--- src/bpe_pkg.sv ---
package bpe_pkg;

	localparam int MAX_WIDTH  = 4096;
	localparam int MAX_HEIGHT = 4096;

	localparam int SIZE_W = 13;
	localparam int COL_W  = $clog2(MAX_WIDTH);
	localparam int ROW_W  = $clog2(MAX_HEIGHT);
	localparam int LVL_W  = 8;
	localparam int CFG_W  = SIZE_W;
	localparam int IDX_W  = 2;

	localparam logic [LVL_W-1:0] LVL_FULL = 8'd255;

	typedef enum logic [IDX_W-1:0] {
		REG_FORMAT_MODE  = 2'd0,
		REG_MAX_LEVEL    = 2'd1,
		REG_IMAGE_WIDTH  = 2'd2,
		REG_IMAGE_HEIGHT = 2'd3
	} reg_idx_t;

	localparam logic [1:0] MODE_P4 = 2'd0;
	localparam logic [1:0] MODE_P5 = 2'd1;
	localparam logic [1:0] MODE_P6 = 2'd2;

	typedef enum logic [1:0] {
		FMT_BITMAP,
		FMT_GRAY,
		FMT_COLOR
	} fmt_t;

	typedef struct packed {
		logic [LVL_W-1:0] blue_level;
		logic [LVL_W-1:0] green_level;
		logic [LVL_W-1:0] red_level;
	} pixel_t;

	typedef struct packed {
		logic [LVL_W-1:0] out_byte;
		logic             frame_last;
	} raster_t;

	// per-pixel control that rides along with the lanes
	typedef struct packed {
		logic [1:0]       count;
		logic             frame_end;
		fmt_t             fmt;
		logic [LVL_W-1:0] pack_byte;
	} ctl_t;

endpackage

--- src/bpe_pack.sv ---
module bpe_pack (
	input  logic                          clk,
	input  logic                          arst_n,
	input  logic                          accept,
	input  logic [bpe_pkg::LVL_W-1:0]     blue_level,
	input  bpe_pkg::fmt_t                 fmt,
	input  logic [bpe_pkg::SIZE_W-1:0]    image_width,
	input  logic [bpe_pkg::SIZE_W-1:0]    image_height,
	output bpe_pkg::ctl_t                 ctl
);
	import bpe_pkg::*;

	logic [COL_W-1:0] col_q;
	logic [ROW_W-1:0] row_q;
	logic [7:0]       bits_q;
	logic [2:0]       fill_q;

	logic [COL_W-1:0] col_last;
	logic [ROW_W-1:0] row_last;
	logic             row_end;
	logic             frame_end;
	logic [7:0]       bits_n;
	logic [3:0]       fill_n;
	logic [3:0]       sh;
	logic             flush;

	// last column / row index after clamping the size to 1..max
	always_comb begin
		if (image_width == '0) begin
			col_last = '0;
		end else if (image_width > SIZE_W'(MAX_WIDTH)) begin
			col_last = COL_W'(MAX_WIDTH - 1);
		end else begin
			col_last = COL_W'(image_width - SIZE_W'(1));
		end
		if (image_height == '0) begin
			row_last = '0;
		end else if (image_height > SIZE_W'(MAX_HEIGHT)) begin
			row_last = ROW_W'(MAX_HEIGHT - 1);
		end else begin
			row_last = ROW_W'(image_height - SIZE_W'(1));
		end
	end

	assign row_end   = col_q >= col_last;
	assign frame_end = row_end && (row_q >= row_last);

	assign bits_n = {bits_q[6:0], (blue_level != LVL_FULL)};
	assign fill_n = {1'b0, fill_q} + 4'd1;
	assign sh     = 4'd8 - fill_n;
	assign flush  = (fill_n == 4'd8) || row_end;

	always_comb begin
		ctl.frame_end = frame_end;
		ctl.fmt       = fmt;
		ctl.pack_byte = bits_n << sh[2:0];
		unique case (fmt)
			FMT_BITMAP: ctl.count = flush ? 2'd1 : 2'd0;
			FMT_GRAY:   ctl.count = 2'd1;
			FMT_COLOR:  ctl.count = 2'd3;
			default:    ctl.count = 2'd3;
		endcase
	end

	always_ff @(posedge clk or negedge arst_n) begin
		if (!arst_n) begin
			col_q  <= '0;
			row_q  <= '0;
			bits_q <= '0;
			fill_q <= '0;
		end else if (accept) begin
			if (row_end) begin
				col_q  <= '0;
				row_q  <= frame_end ? '0 : row_q + ROW_W'(1);
				bits_q <= '0;
				fill_q <= '0;
			end else begin
				col_q <= col_q + COL_W'(1);
				if (fmt == FMT_BITMAP) begin
					if (flush) begin
						bits_q <= '0;
						fill_q <= '0;
					end else begin
						bits_q <= bits_n;
						fill_q <= fill_n[2:0];
					end
				end
			end
		end
	end

endmodule

--- src/bpe_scale_lane.sv ---
module bpe_scale_lane (
	input  logic                      clk,
	input  logic                      en_s1,
	input  logic                      en_s2,
	input  logic [bpe_pkg::LVL_W-1:0] level,
	input  logic [bpe_pkg::LVL_W-1:0] max_level,
	output logic [bpe_pkg::LVL_W-1:0] scaled
);
	import bpe_pkg::*;

	logic [2*LVL_W-1:0] prod_s1;
	logic [2*LVL_W-1:0] sum;
	logic [LVL_W-1:0]   lvl_s2;

	// floor(p/255) for p <= 255*255, every level*max_level product: (p + 1 + (p >> 8)) >> 8
	assign sum = prod_s1 + (2*LVL_W)'(1) + (prod_s1 >> LVL_W);

	always_ff @(posedge clk) begin
		if (en_s1) begin
			prod_s1 <= level * max_level;
		end
		if (en_s2) begin
			lvl_s2 <= sum[2*LVL_W-1:LVL_W];
		end
	end

	assign scaled = lvl_s2;

endmodule

--- src/bpe_merge.sv ---
module bpe_merge (
	input  logic                      clk,
	input  logic                      arst_n,
	input  logic                      load_valid,
	input  bpe_pkg::ctl_t             ctl,
	input  logic [bpe_pkg::LVL_W-1:0] red_scaled,
	input  logic [bpe_pkg::LVL_W-1:0] green_scaled,
	input  logic [bpe_pkg::LVL_W-1:0] blue_scaled,
	output logic                      take,
	output bpe_pkg::raster_t          raster,
	output logic                      raster_valid,
	input  logic                      raster_ready
);
	import bpe_pkg::*;

	logic [1:0]       cnt_q;
	logic             last_q;
	logic [LVL_W-1:0] data_q [3];
	logic [LVL_W-1:0] first;
	logic             xfer;

	always_comb begin
		unique case (ctl.fmt)
			FMT_BITMAP: first = ctl.pack_byte;
			FMT_GRAY:   first = blue_scaled;
			FMT_COLOR:  first = red_scaled;
			default:    first = red_scaled;
		endcase
	end

	assign xfer = raster_valid && raster_ready;
	// room for the next pixel once the final byte leaves
	assign take = (cnt_q == 2'd0) || ((cnt_q == 2'd1) && raster_ready);

	always_ff @(posedge clk or negedge arst_n) begin
		if (!arst_n) begin
			cnt_q  <= '0;
			last_q <= 1'b0;
		end else if (take) begin
			cnt_q  <= load_valid ? ctl.count : 2'd0;
			last_q <= ctl.frame_end;
		end else if (xfer) begin
			cnt_q <= cnt_q - 2'd1;
		end
	end

	always_ff @(posedge clk) begin
		if (take) begin
			data_q[0] <= first;
			data_q[1] <= green_scaled;
			data_q[2] <= blue_scaled;
		end else if (xfer) begin
			data_q[0] <= data_q[1];
			data_q[1] <= data_q[2];
		end
	end

	assign raster_valid      = cnt_q != 2'd0;
	assign raster.out_byte   = data_q[0];
	assign raster.frame_last = last_q && (cnt_q == 2'd1);

endmodule

--- src/binary_pnm_pixel_encoder.sv ---
// A pixel passes the multiply, /255 and output registers to reach its first raster byte.
// Throughput: P6 takes a pixel only as the prior pixel's third byte leaves the output;
//   P5 and P4 one pixel per cycle unless stalled (P4: a byte every 8 pixels or at row end).
// Three scaling lanes (R, G, B) run in parallel; the merge stage serializes their bytes.
// Reset (arst_n low, async): counters, packing state and pipeline valids clear,
//   registers return to P6, max level 255, 1x1 frame.
module binary_pnm_pixel_encoder (
	input  logic                      clk,
	input  logic                      arst_n,
	input  logic                      cfg_we,
	input  logic [bpe_pkg::IDX_W-1:0] cfg_index,
	input  logic [bpe_pkg::CFG_W-1:0] cfg_data,
	input  bpe_pkg::pixel_t           pixel,
	input  logic                      pixel_valid,
	output logic                      pixel_ready,
	output bpe_pkg::raster_t          raster,
	output logic                      raster_valid,
	input  logic                      raster_ready
);
	import bpe_pkg::*;

	logic [1:0]        format_mode_q;
	logic [LVL_W-1:0]  max_level_q;
	logic [SIZE_W-1:0] image_width_q;
	logic [SIZE_W-1:0] image_height_q;

	fmt_t              fmt;
	ctl_t              ctl_in;
	ctl_t              ctl_s1;
	ctl_t              ctl_s2;
	logic              v_s1;
	logic              v_s2;
	logic              ready_s1;
	logic              ready_s2;
	logic              take;
	logic              accept;
	logic [LVL_W-1:0]  red_scaled;
	logic [LVL_W-1:0]  green_scaled;
	logic [LVL_W-1:0]  blue_scaled;

	always_ff @(posedge clk or negedge arst_n) begin
		if (!arst_n) begin
			format_mode_q  <= MODE_P6;
			max_level_q    <= LVL_FULL;
			image_width_q  <= SIZE_W'(1);
			image_height_q <= SIZE_W'(1);
		end else if (cfg_we) begin
			unique case (reg_idx_t'(cfg_index))
				REG_FORMAT_MODE:  format_mode_q  <= cfg_data[1:0];
				REG_MAX_LEVEL:    max_level_q    <= cfg_data[LVL_W-1:0];
				REG_IMAGE_WIDTH:  image_width_q  <= cfg_data[SIZE_W-1:0];
				REG_IMAGE_HEIGHT: image_height_q <= cfg_data[SIZE_W-1:0];
				default: ;
			endcase
		end
	end

	// unused mode code behaves as color
	always_comb begin
		unique case (format_mode_q)
			MODE_P4: fmt = FMT_BITMAP;
			MODE_P5: fmt = FMT_GRAY;
			MODE_P6: fmt = FMT_COLOR;
			default: fmt = FMT_COLOR;
		endcase
	end

	assign ready_s2    = !v_s2 || take;
	assign ready_s1    = !v_s1 || ready_s2;
	assign pixel_ready = ready_s1;
	assign accept      = pixel_valid && pixel_ready;

	bpe_pack u_pack (
		.clk          (clk),
		.arst_n       (arst_n),
		.accept       (accept),
		.blue_level   (pixel.blue_level),
		.fmt          (fmt),
		.image_width  (image_width_q),
		.image_height (image_height_q),
		.ctl          (ctl_in)
	);

	always_ff @(posedge clk or negedge arst_n) begin
		if (!arst_n) begin
			v_s1 <= 1'b0;
			v_s2 <= 1'b0;
		end else begin
			if (ready_s1) begin
				v_s1 <= accept;
			end
			if (ready_s2) begin
				v_s2 <= v_s1;
			end
		end
	end

	always_ff @(posedge clk) begin
		if (ready_s1) begin
			ctl_s1 <= ctl_in;
		end
		if (ready_s2) begin
			ctl_s2 <= ctl_s1;
		end
	end

	bpe_scale_lane u_lane_red (
		.clk       (clk),
		.en_s1     (ready_s1),
		.en_s2     (ready_s2),
		.level     (pixel.red_level),
		.max_level (max_level_q),
		.scaled    (red_scaled)
	);

	bpe_scale_lane u_lane_green (
		.clk       (clk),
		.en_s1     (ready_s1),
		.en_s2     (ready_s2),
		.level     (pixel.green_level),
		.max_level (max_level_q),
		.scaled    (green_scaled)
	);

	bpe_scale_lane u_lane_blue (
		.clk       (clk),
		.en_s1     (ready_s1),
		.en_s2     (ready_s2),
		.level     (pixel.blue_level),
		.max_level (max_level_q),
		.scaled    (blue_scaled)
	);

	bpe_merge u_merge (
		.clk          (clk),
		.arst_n       (arst_n),
		.load_valid   (v_s2),
		.ctl          (ctl_s2),
		.red_scaled   (red_scaled),
		.green_scaled (green_scaled),
		.blue_scaled  (blue_scaled),
		.take         (take),
		.raster       (raster),
		.raster_valid (raster_valid),
		.raster_ready (raster_ready)
	);

	a_s1_hold: assert property (@(posedge clk) disable iff (!arst_n)
		v_s1 && !ready_s1 |=> v_s1 && $stable(ctl_s1))
		else $error("stage 1 lost or changed a stalled pixel");

	a_s2_hold: assert property (@(posedge clk) disable iff (!arst_n)
		v_s2 && !ready_s2 |=> v_s2 && $stable(ctl_s2))
		else $error("stage 2 lost or changed a stalled pixel");

	a_accept_s1: assert property (@(posedge clk) disable iff (!arst_n)
		accept |=> v_s1)
		else $error("transferred pixel did not enter stage 1");

	a_empty_ready: assert property (@(posedge clk) disable iff (!arst_n)
		!v_s1 |-> pixel_ready)
		else $error("input stalled with empty pipeline");

endmodule

--- config.mk ---
export PLATFORM = sky130hd
export DESIGN_NAME = binary_pnm_pixel_encoder
export DESIGN_NICKNAME = d
export VERILOG_FILES = /design/src/bpe_pkg.sv /design/src/bpe_pack.sv /design/src/bpe_scale_lane.sv /design/src/bpe_merge.sv /design/src/binary_pnm_pixel_encoder.sv
export SDC_FILE = /design/constraint.sdc
export NUM_CORES = 1
export LEC_CHECK = 0
export BUFFER_PORTS_ARGS = -buffer_cell sky130_fd_sc_hd__buf_2
export CORE_ASPECT_RATIO = 1.1
export CORE_MARGIN = 2
export CORE_UTILIZATION = 47
export CTS_BUF_LIST = sky130_fd_sc_hd__clkbuf_4
export CTS_CLUSTER_SIZE = 20
export DETAILED_ROUTE_END_ITERATION = 8
export SETUP_SLACK_MARGIN = 0.5
export SLEW_MARGIN = 20
export SYNTH_ARGS = -nofsm -noshare
export SYNTH_HDL_FRONTEND = slang
export SYNTH_SLANG_ARGS = --single-unit
--- constraint.sdc ---
create_clock -name clk -period 7.9 [get_ports clk]
set_clock_uncertainty 0.15 [all_clocks]
set_input_delay 0.79 -clock clk [delete_from_list [all_inputs] [get_ports clk]]
set_output_delay 0.79 -clock clk [all_outputs]
set_load 0.01 [all_outputs]
### Word level (Yosys, flattened, before mapping)

Memory sizes are Yosys's and may differ from the RTL's.
Cells that the tools add are included.
Widths: inputs -> output; s select.

* memory bits (writable): 24
* memories kept: 1
* input bits: 44
* register bits after elaboration: 173
* word-level logic and storage cells: 112
* output and inout bits: 11

Memory list
* u_merge.data_q: depth 3, bits a word 8, rd ports 3, clocked after Yosys merged registers in 0, wr ports 3, line bpe_merge.sv:18 `logic [LVL_W-1:0] data_q [3];`

* $add $sub $neg: 13
* muxes and demuxes: 26
* multiply operators: 3
* magnitude comparators: 4
* bitwise operators: 2
* reduce and logical (&&, ||, !) cells: 27
* shifts and indexed selects: 1
* eq/ne operators: 9

Operator list (count)
* $mux 12: 6
* $add 16x1->16 const B: 3
* $add 16x8->16: 3
* $mul 8x8->16: 3
* $gt 13x13->1 const B: 2
* $logic_not 13->1: 2
* $add 12x1->12 const B: 2
* $ge 12x12->1: 2
* $sub 12x1->12 const B: 2
* $mux 7: 3
* $mux 8: 2
* $pmux 8 s2: 1
* $reduce_and 2->1: 6
* $eq 2x1->1 const B: 5
* $logic_not 2->1: 5
* $mux 3: 3
* $ne 8x8->1 const B: 1
* $pmux 2 s2: 2
* $shl 8x3->8: 1
* $mux 1: 6
* $mux 2: 3
* $reduce_bool 2->1: 3
* $logic_and 1x1->1: 5
* $add 3x1->4 const B: 1
* other kinds (7): 13

### Longest topological paths before layout

Gate-level depths: netlist of the first run.

* depth after elaboration: 8
* mapped depth: 17
* depth with buffers taken out: 16

### Cells and area by module

A second synthesis of the first run with hierarchy kept.

* cell total of the unflattened synthesis: 1550
* area total of the unflattened synthesis: 16418.2 um^2

By module, submodules not included
* bpe_scale_lane (u_lane_blue): cells each 325, seq. area each 720.7 um^2, instances 1, area each 3253.1 um^2
* bpe_scale_lane (u_lane_green): cells each 314, seq. area each 720.7 um^2, instances 1, area each 3174.3 um^2
* bpe_scale_lane (u_lane_red): cells each 318, seq. area each 720.7 um^2, instances 1, area each 3171.8 um^2
* bpe_pack: cells each 379, seq. area each 850.8 um^2, instances 1, area each 3136.8 um^2
* binary_pnm_pixel_encoder: cells each 113, seq. area each 1745.4 um^2, instances 1, area each 2304.7 um^2
* bpe_merge: cells each 101, seq. area each 795.8 um^2, instances 1, area each 1377.6 um^2

### Least setup slack after synthesis of the first run

No wires, ideal clock.

* path type: reg2reg
* start: reg max_level_q[7]
* end: reg u_lane_green.prod_s1[13], data pin
* required time: 7.479 ns
* buffers on the path: 1
* cell stages (with the launch flop): 16
* clock period less this slack: 4.856 ns
* library setup time: 0.271 ns
* path slack: 3.044 ns
* data arrival time: 4.435 ns
* cells stage by stage: dfstp_2 -> clkbuf_1 -> nand2_1 -> fa_1 -> fa_1 -> inv_1 -> fa_1 -> inv_1 -> fa_1 -> inv_1 -> ha_1 -> o21a_1 -> a21boi_0 -> o31a_1 -> mux2_2 -> o2111ai_1

* cells in the longest elaborated chain, start to end: 1

RTL lines
* start, declared: line binary_pnm_pixel_encoder.sv:23 `logic [LVL_W-1:0] max_level_q;`
* start signal, assigned: line binary_pnm_pixel_encoder.sv:50 `REG_MAX_LEVEL: max_level_q <= cfg_data[LVL_W-1:0];`
* $mul 8x8->16: line bpe_scale_lane.sv:20 `prod_s1 <= level * max_level;`
* end signal, assigned: line bpe_scale_lane.sv:20
* end, declared: line bpe_scale_lane.sv:11 `logic [2*LVL_W-1:0] prod_s1;`

No other way between the ends.
A chain may end at the register's enable or synchronous reset.

### Worst setup path after layout of the first run

* start: reg max_level_q[7]
* end: reg u_lane_red.prod_s1[13], data pin

* cells in the longest elaborated chain, start to end: 1

RTL lines (line)
* $mul 8x8->16: bpe_scale_lane.sv:20
* end signal, assigned: bpe_scale_lane.sv:20
* end, declared: bpe_scale_lane.sv:11

No other way between the ends.

==> results of run 1 <==
## cells by family (layout without fill, tap and decap cells)
kind of cell	count (synthesis)	after routing	synth area share (%)
fa+ha+maj	269	269	26.2
flops	195	195	34.4
xor+xnor	67	67	3.68
mux	61	61	4.52
compound gates	217	217	9.32
simple gates	477	477	16.2
buf+inv	227	272	5.66
other cells	0	1	0
## layer usage
layer	wire length, um	share of wire, %	vias up
li1	-	-	5240
met1	15600	50	5194
met2	14900	47	116
met3	647	2.1	21
met4	317	1.0	0
met5	0	0	-
## what timing repair did
| action | in CTS | in global routing |
|---|---|---|
| setup buffers | 0 | 0 |
| hold buffers | 0 | 1 |
| endpoints found under the hold margin | 0 | 22 |
## worst register-to-register path: stages (launching register included)
cell,delay (ns)
dfstp_2,0.87
nand2_1,0.18
fa_1,0.54
fa_1,0.54
inv_1,0.05
fa_1,0.53
inv_1,0.06
fa_1,0.52
inv_1,0.04
ha_1,0.32
o21a_1,0.19
a21boi_0,0.39
o41a_1,0.24
mux2i_1,0.20
nand3_1,0.09
## worst paths after layout
check / from / to / slack [ns]
min in group asynchronous: arst_n / u_pack.col_q[9] / 0.53
hold / removal: ctl_s1[1] / ctl_s2[1] / 0.29
max in group asynchronous: arst_n / format_mode_q[1] / 6.43
setup reg to reg: max_level_q[7] / u_lane_red.prod_s1[13] / 2.79
setup / recovery: max_level_q[7] / u_lane_red.prod_s1[13] / 2.79
hold reg to reg: ctl_s1[1] / ctl_s2[1] / 0.29
## where the power goes
part	leakage [nW]	switching, mW	internal [mW]
clock	0.165	0.315	0.232
combinational	5.46	2.11	1.69
sequential	2.10	0.370	1.87
## state kept, by name, indices dropped and copies added (netlist names)
signal,count
v_s1,1
v_s2,1
format_mode_q,2
u_lane_green.scaled,8
u_lane_blue.prod_s1,16
u_merge.data_q,24
image_width_q,13
u_lane_red.prod_s1,16
u_lane_red.scaled,8
max_level_q,8
ctl_s2,12
image_height_q,13
u_lane_green.prod_s1,16
u_pack.bits_q,7
u_merge.cnt_q,2
ctl_s1,12
u_merge.last_q,1
u_pack.col_q,12
u_pack.fill_q,3
u_lane_blue.scaled,8
u_pack.row_q,12
## area by class of cell
type	count	area, um2	share of cell area (%)
diodes	1	2.50	0.0148
clock buffers	21	158	0.932
clock inverters	11	134	0.791
inverters	180	676	3.99
multi-input cells	1091	9570	56.6
flip-flops and latches	195	5490	32.5
well taps	432	541	3.20
repair buffers	60	340	2.01
## layout by cell type, fill, tap and decap left out, types with 40 or more instances in the layout
cell      Yosys  final
o21ai_0      63     63
edfxtp_1    120    120
nor2_1       69     69
nand2_1     104    104
inv_1       180    180
and2_1      158    158
buf_2         2     53
fa_1        108    108
a21oi_1      40     40
dfrtp_1      64     64
mux2_2       48     48
ha_1        160    160
xnor2_1      42     42
## stage by stage
stage | setup slack (ns) | hold WS, ns | utilization, %
finish | 2.79 | 0.285 | 50.7
global route | 2.37 | 0.250 | 50.7
CTS | 2.76 | 0.182 | 50.6
detailed placement | 2.71 | 0.258 | 49.7
global placement | 2.80 | 0.256 | 49.7
floorplan | 3.04 | 0.250 | -
==> reports/metrics.csv, run 1 <==
stage,metric,value,unit
placed_design,dpl.hpwl,24.4,mm
clocking,cts_root_buf,clkbuf_4,
global_routing,grt.overflow.total,0,
floorplan,die_w,180,um
clocking,ctsHtreeMaxLevel,4,
worst_setup_path,end_kind,flip-flop,
timing,fin_crit_sh,64.7,%
timing,rsz0062_at_grt,no,
logic_synthesis,synthFlopType,edfxtp_1,
timing,slew_headroom,41.3,%
timing,report.final.slew_viol_count,0,
clocking,path_clk_slew,0.14,ns
power_and_ir_drop,leakagePower,7.73,nW
worst_setup_path,worst_setup_path_start_kind,flip-flop,
logic_synthesis,synth_commonest_cells,"inv_1 (180), ha_1 (160), and2_1 (158)",
routing,drt_pass1_iterations,5,
logic_synthesis,synth_top_area_share,22.6,%
floorplan,dieArea,35400,um2
routing,antenna_left,0,
worst_hold_path,hp-class,flip-flop to flip-flop,
timing,min_period,5.11,ns
logic_synthesis,postSynthCellCount,1513,
finish,final_layout_size_suffix_gt1_share,11.5,%
worst_setup_path,cp_common_cell,fa_1,
logic_synthesis,synthTopCellsByArea,"edfxtp_1 (23%), fa_1 (14%), ha_1 (13%), dfrtp_1 (10%), and2_1 (6.2%)",
logic_synthesis,synth_edf_count,120,
finish,fin_cells,1991,
power_and_ir_drop,peakVddDrop,0.000216,V
timing,tightest_slew,0.880,ns
logic_synthesis,synth_nets,1825,
placed_design,dp_cells,1956,
timing,hold_violations,0,
logic_synthesis,ys_warn_count,0,
global_routing,grt_pass1_wl,54.8,mm
clocking,ctsResizeCount,0,
finish,finalInstanceArea,16900,um2
floorplan,rows,70,
timing,tns,0,ns
logic_synthesis,yosys.cell_count.top_type,inv_1,
worst_setup_path,cp.arrival,5.30,ns
global_routing,use_met1,26.5,%
placed_design,routabilityCongestion,0.813,
floorplan,io_pins,55,
clocking,tritoncts,done,
routing,drt_iter0_markers,591,
global_routing,met3_usage,2.14,%
clocking,clock_latency,0.57,ns
floorplan,coreArea,33400,um2
clocking,cts_sinks,195,
logic_synthesis,ys_ff_latch,195,
worst_setup_path,crit_slowest_cell,dfstp_2,
worst_setup_path,path_cells,nand2_1 > fa_1 > fa_1 > inv_1 > fa_1 > inv_1 > fa_1 > inv_1 > ha_1 > o21a_1 > a21boi_0 > o41a_1 > mux2i_1 > nand3_1,
logic_synthesis,syn_avg_cell_area,10.5,um2
power_and_ir_drop,power,6.58,mW
logic_synthesis,ys_seq_area_share,34.4,%
global_routing,grt_usage,18.9,%
routing,drc,0,
logic_synthesis,syn_area,16000,um2
worst_setup_path,cpPeakStageDelay,0.87,ns
floorplan,die_h,197,um
global_routing,grt_max_degree,76,
power_and_ir_drop,cellPowerDensity,389,nW/um2
logic_synthesis,synth_cell_types,72,
worst_setup_path,ff2ff_path_depth,14,
global_routing,grt_pass1_vias,11100,
finish,n_fill_cell,3026,
timing,finalSetupViolations,0,
clocking,numCtsBuffers,17,
finish,area_delta_synth_final,6.01,%
worst_setup_path,crit_family,adder cells,
routing,vias,10600,
worst_setup_path,path_depth,14,
worst_setup_path,crit_buf_inv,3,
routing,vias_per_cell,5.31,
logic_synthesis,yosysTopAreaCell,edfxtp_1,
placed_design,placed_area,16600,um2
worst_setup_path,cp_max_fo,25,
logic_synthesis,async_reset_ff_share,38.5,%
worst_setup_path,critical_path_class,flip-flop to flip-flop,
worst_setup_path,required,8.08,ns
global_routing,antenna_found_initial,1,
global_routing,met2_usage,31.8,%
finish,fin_nets,1857,
floorplan,start_util,47.8,%
timing,fmax,196,MHz
job,maxCapViolCount,0,
global_routing,busiest_layer,met2,
routing,wl_per_cell,15.8,um
routing,wl,31.4,mm
placed_design,port_buffers,54,
worst_hold_path,hold_depth,0,
status,status,finished clean,
clocking,clk_path_buf_depth,2,
Power figures use the tool's default switching activity.
==> run 2, diff against run 1 <==
clock period = 4.8 ns   (was 7.9 ns; I/O delays follow)
==> run 2 against run 1 <==
Clock power increased by 75%. Via count increased by 4.1%. Combinational power increased by 120%. Utilization increased by 4.2 points. Maximum frequency increased by 10%. Largest cell class unchanged. Global-route usage increased by 1.3 points. Routed wire length increased by 12%. First-iteration DRC count decreased by 17%. Register-to-register slack got worse by 2.6 ns. Power increased by 99%. Sequential power increased by 62%.
==> reports/metrics.csv, run 2 (synthesis gave the netlist of run 1 again) <==
stage,metric,value,unit
worst_hold_path,hold_depth,2,
clocking,cts_root_buf,clkbuf_4,
placed_design,dpl.hpwl,26.2,mm
placed_design,place_ws,-0.111,ns
routing,wl_per_cell,16.9,um
finish,fin_nets,1942,
status,status,finished clean,
floorplan,dieArea,35400,um2
power_and_ir_drop,p_switching,5.57,mW
power_and_ir_drop,peakVddDrop,0.000449,V
floorplan,die_h,197,um
clocking,cts_sinks,195,
clocking,ctsHtreeMaxLevel,4,
clocking,numCtsBuffers,17,
global_routing,grt_max_degree,76,
worst_hold_path,worstHoldStart,cfg_data[7],
timing,slew_headroom,33.5,%
timing,setup_slack,0.168,ns
clocking,tritoncts,done,
routing,drt_pass1_iterations,5,
floorplan,rows,70,
job,maxCapViolCount,0,
worst_setup_path,cp.arrival,4.85,ns
power_and_ir_drop,p_sw_share,42.5,%
finish,largest_register_ffs,24,
worst_setup_path,cpPeakStageDelay,0.65,ns
finish,layout_common_cells,"inv_1 (172), and2_1 (142), ha_1 (141)",
routing,antenna_left,0,
timing,hold_violations,0,
global_routing,grt_pass1_wl,57.0,mm
worst_setup_path,worst_setup_path_start_kind,flip-flop,
floorplan,io_pins,55,
worst_hold_path,hp-class,primary input to flip-flop,
timing,fin_crit_sh,96.5,%
worst_setup_path,cp_max_fo,5,
clocking,path_clk_slew,0.18,ns
routing,vias_per_cell,5.29,
timing,report.final.slew_viol_count,0,
power_and_ir_drop,leakagePower,8.29,nW
placed_design,routabilityCongestion,0.841,
worst_setup_path,rr_endpoint,u_lane_red.prod_s1[13],
routing,vias,11000,
timing,finalSetupViolations,0,
floorplan,start_util,47.8,%
finish,area_delta_synth_final,14.8,%
placed_design,port_buffers,54,
global_routing,grt_usage,20.2,%
worst_setup_path,required,5.02,ns
global_routing,antenna_found_initial,4,
power_and_ir_drop,pwr-share-seq,27.6,%
global_routing,grt_pass1_vias,11100,
power_and_ir_drop,cellPowerDensity,716,nW/um2
timing,tightest_slew,0.997,ns
timing,tns,0,ns
routing,drc,0,
timing,rsz0062_at_grt,yes,
power_and_ir_drop,p_clk_share,7.3,%
power_and_ir_drop,p_int,7.55,mW
finish,final_core_util,54.9,%
routing,drt_iter0_markers,492,
floorplan,die_w,180,um
worst_setup_path,cp_common_cell,fa_1,
timing,min_period,4.63,ns
finish,final_layout_size_suffix_gt1_share,21.7,%
clocking,clk_path_buf_depth,2,
worst_hold_path,min_to,max_level_q[7],
worst_setup_path,critical_path_class,flip-flop to flip-flop,
worst_setup_path,ff2ff_path_depth,16,
finish,top_register,u_merge.data_q,
global_routing,grt.overflow.total,0,
timing,fin_hold_ws,0.0615,ns
worst_setup_path,reg2reg_slack,0.17,ns
floorplan,coreArea,33400,um2
routing,wl,35.2,mm
power_and_ir_drop,p_comb_share,65.1,%
worst_setup_path,r2r-start,max_level_q[5],
timing,fmax,216,MHz
power_and_ir_drop,power,13.1,mW
finish,final_common_cell,inv_1,
worst_setup_path,path_cells,buf_6 > buf_6 > nand2_4 > fa_1 > fa_1 > inv_1 > fa_1 > inv_1 > fa_1 > inv_2 > ha_4 > o21a_1 > a21boi_4 > o41a_1 > mux2i_1 > nand3_1,
worst_setup_path,end_kind,flip-flop,
worst_setup_path,crit_slowest_cell,dfstp_2,
clocking,clock_latency,0.60,ns
==> run 2: area by class of cell <==
| cell class | instances | area (um2) |
|---|---|---|
| Timing Repair Buffer | 145 | 1140 |
| Clock inverter | 14 | 174 |
| Clock buffer | 18 | 135 |
| Sequential cell | 195 | 5510 |
| Inverter | 180 | 676 |
| Tap cell | 432 | 541 |
| Multi-Input combinational cell | 1091 | 10100 |
| Fill cell | 2958 | 15000 |
| Antenna cell | 3 | 7.51 |
==> run 2: power groups by stage <==
stage | Clock (mW) | Sequential [mW] | Combinational (mW)
2_1_floorplan | 0 | 3.41 | 5.31
3_3_place_gp | 0 | 3.69 | 6.54
6_report | 0.958 | 3.62 | 8.54
4_1_cts | 0.990 | 3.62 | 7.62
3_5_place_dp | 0 | 3.71 | 6.67
5_1_grt | 1.06 | 3.71 | 9.49
==> run 2: per-stage QoR <==
step | instance area [um2] | std cells
2_1_floorplan | 16200 | 1513
3_3_place_gp | 16800 | 1979
3_5_place_dp | 16800 | 1979
4_1_cts | 17900 | 2058
5_1_grt | 18300 | 2078
6_report | 18300 | 2078
==> run 2: worst max-delay path by stage <==
| stage | start | endpoint | depth (start not counted) |
|---|---|---|---|
| after floorplan | max_level_q[5] | u_lane_red.prod_s1[13] | 15 |
| after global placement | max_level_q[4] | u_lane_red.prod_s1[15] | 15 |
| after detailed placement | max_level_q[4] | u_lane_red.prod_s1[15] | 15 |
| after CTS | max_level_q[2] | u_lane_blue.prod_s1[15] | 17 |
| after global routing | max_level_q[3] | u_lane_red.prod_s1[15] | 17 |
| final | max_level_q[5] | u_lane_red.prod_s1[13] | 16 |
==> run 2: routing by layer <==
| metal | part of all wire (%) | wire length, um | global-route usage (%) |
|---|---|---|---|
| met1 | 47 | 16500 | 27.8 |
| met2 | 48 | 17000 | 33.4 |
| met3 | 2.8 | 973 | 2.51 |
| met4 | 2.2 | 770 | 6.23 |
| met5 | 0 | 0 | 0 |
==> run 2: worst max-delay path, delay by kind of cell (launching register included) <==
kind	cells	cell delay [ns]
multiplexers	1	0.18
AND/OR/NAND/NOR	2	0.14
adder cells (fa/ha/maj)	5	2.20
flip-flops	1	0.65
AO/OA/AOI/OAI	3	0.72
buffers and inverters	5	0.38
==> run 2: repair_timing <==
action                                 CTS  global route
hold buffers                             9             1
setup endpoints to repair               20            31
pin swaps                               24            34
cloned                                   1             1
gates resized for setup                 69            77
endpoints found under the hold margin   83             2
setup buffers                           37            15
==> run 3, diff against run 2 <==
HOLD_SLACK_MARGIN = 0.12   (was unset)
TNS_END_PERCENT = 50   (was unset)
==> run 3 against run 2 <==
Power down 1.6%. Critical endpoint unchanged. Sequential power about the same. Critical path depth unchanged. Largest power group unchanged.
==> reports/metrics.csv, run 3 (synthesis gave the netlist of run 1 again) <==
stage,metric,value,unit
floorplan,dieArea,35400,um2
routing,antenna_left,0,
worst_hold_path,min_to,u_lane_red.prod_s1[0],
timing,slew_headroom,34.1,%
worst_setup_path,cp_max_fo,6,
global_routing,grt.overflow.total,0,
finish,final_layout_size_suffix_gt1_share,20.4,%
finish,final_core_util,54.8,%
clocking,ctsHtreeMaxLevel,4,
status,status,finished clean,
worst_setup_path,worst_setup_path_start_kind,flip-flop,
floorplan,die_h,197,um
timing,report.final.slew_viol_count,0,
finish,final_common_cell,inv_1,
worst_setup_path,end_kind,flip-flop,
worst_hold_path,hold_depth,3,
worst_hold_path,hp-class,primary input to flip-flop,
timing,tightest_slew,0.989,ns
timing,rsz0062_at_grt,yes,
worst_hold_path,worstHoldStart,pixel[0],
worst_setup_path,ff2ff_path_depth,16,
finish,layout_common_cells,"inv_1 (170), and2_1 (146), ha_1 (141)",
routing,drc,0,
floorplan,io_pins,55,
timing,hold_violations,0,
clocking,clk_path_buf_depth,2,
clocking,clock_latency,0.60,ns
placed_design,place_ws,-0.111,ns
finish,area_delta_synth_final,14.6,%
worst_setup_path,r2r-start,max_level_q[2],
power_and_ir_drop,peakVddDrop,0.000500,V
timing,fin_crit_sh,96.8,%
placed_design,routabilityCongestion,0.841,
placed_design,port_buffers,54,
floorplan,die_w,180,um
timing,min_period,4.65,ns
clocking,cts_sinks,195,
finish,top_register,u_merge.data_q,
timing,finalSetupViolations,0,
finish,fin_nets,1947,
routing,drt_pass1_iterations,5,
clocking,cts_root_buf,clkbuf_4,
power_and_ir_drop,leakagePower,8.26,nW
clocking,numCtsBuffers,17,
floorplan,rows,70,
routing,wl_per_cell,16.9,um
global_routing,grt_max_degree,76,
routing,vias_per_cell,5.29,
finish,largest_register_ffs,24,
global_routing,grt_pass1_wl,57.1,mm
timing,setup_slack,0.155,ns
global_routing,antenna_found_initial,4,
timing,fmax,215,MHz
floorplan,start_util,47.8,%
job,maxCapViolCount,0,
power_and_ir_drop,cellPowerDensity,706,nW/um2
clocking,tritoncts,done,
worst_setup_path,critical_path_class,flip-flop to flip-flop,
routing,vias,11000,
clocking,path_clk_slew,0.18,ns
routing,wl,35.1,mm
global_routing,grt_usage,20.2,%
routing,drt_iter0_markers,527,
global_routing,grt_pass1_vias,11200,
worst_setup_path,reg2reg_slack,0.15,ns
placed_design,dpl.hpwl,26.2,mm
worst_setup_path,cp.arrival,4.87,ns
worst_setup_path,rr_endpoint,u_lane_red.prod_s1[13],
power_and_ir_drop,power,12.9,mW
floorplan,coreArea,33400,um2
worst_setup_path,required,5.02,ns
-- run 3: cell types whose count changed in the layout (fill, tap and decap cells not counted), moves of 3 or more --
cell,delta
dlygate4sd3_1,+9
and2_1,+4
xnor2_1,+4
o21ai_2,+3
o21ai_1,-3
and2_4,-4
xnor2_2,-4
nor2_2,-4
nor2_1,+4
buf_6,-4
-- run 3: worst max-delay path by stage --
stage,from,to,cells after the start
after floorplan,max_level_q[5],u_lane_red.prod_s1[13],15
after global placement,max_level_q[4],u_lane_red.prod_s1[15],15
after detailed placement,max_level_q[4],u_lane_red.prod_s1[15],15
after CTS,max_level_q[2],u_lane_blue.prod_s1[15],17
after global routing,max_level_q[6],u_lane_red.prod_s1[15],16
final,max_level_q[2],u_lane_red.prod_s1[13],16
-- run 3: metrics by stage --
stage               std cells  hold slack, ns  area, um2  TNS, ns
global placement         1979           0.253      16800  -0.0792
finish                   2084           0.250      18300        0
global route             2083           0.174      18300        0
detailed placement       1979           0.255      16800   -0.111
floorplan                1513          0.0344      16200        0
CTS                      2065           0.191      17900        0
-- run 3: metal layers --
layer | up-vias | part of all wire (%) | wire length (um) | global-route usage [%]
li1 | 5442 | - | - | -
met5 | - | 0 | 0 | 0
met4 | 0 | 2.1 | 725 | 5.87
met1 | 5356 | 47 | 16500 | 27.9
met3 | 43 | 2.8 | 979 | 2.62
met2 | 173 | 48 | 16900 | 33.5
-- run 3: cell type report --
| class | instances | area [um2] |
|---|---|---|
| multi-input cells | 1091 | 10100 |
| fillers | 2958 | 15100 |
| repair buffers | 150 | 1190 |
| well taps | 432 | 541 |
| diodes | 4 | 10.0 |
| flip-flops and latches | 195 | 5510 |
| inverters | 180 | 676 |
| clock inverters | 14 | 174 |
| clock buffers | 18 | 135 |
-- run 3: worst max-delay path, stage by stage, from the launching register on --
cell,delay [ns]
dfstp_4,0.71
buf_6,0.13
buf_6,0.10
nand2_4,0.04
fa_1,0.45
fa_1,0.50
inv_1,0.05
fa_1,0.50
inv_2,0.04
fa_1,0.49
inv_2,0.05
ha_4,0.21
o21a_1,0.19
a21boi_4,0.16
o41a_1,0.37
mux2i_1,0.19
nand3_1,0.09
-- run 3: report_power, final --
part	leakage [nW]	switching, mW	total [mW]	internal, mW
Sequential	2.10	0.550	3.61	3.06
Combinational	5.99	4.34	8.34	4.00
Clock	0.165	0.586	0.961	0.375
Total	8.26	5.48	12.9	7.44
-- run 3: repair_timing --
| item | in CTS | in global routing |
|---|---|---|
| resized for setup | 51 | 74 |
| pin swaps | 21 | 40 |
| hold buffers | 19 | 0 |
| hold endpoints to repair | 106 | 0 |
| gates cloned | 1 | 0 |
| setup endpoints to repair | 20 | 31 |
| setup buffers | 34 | 15 |
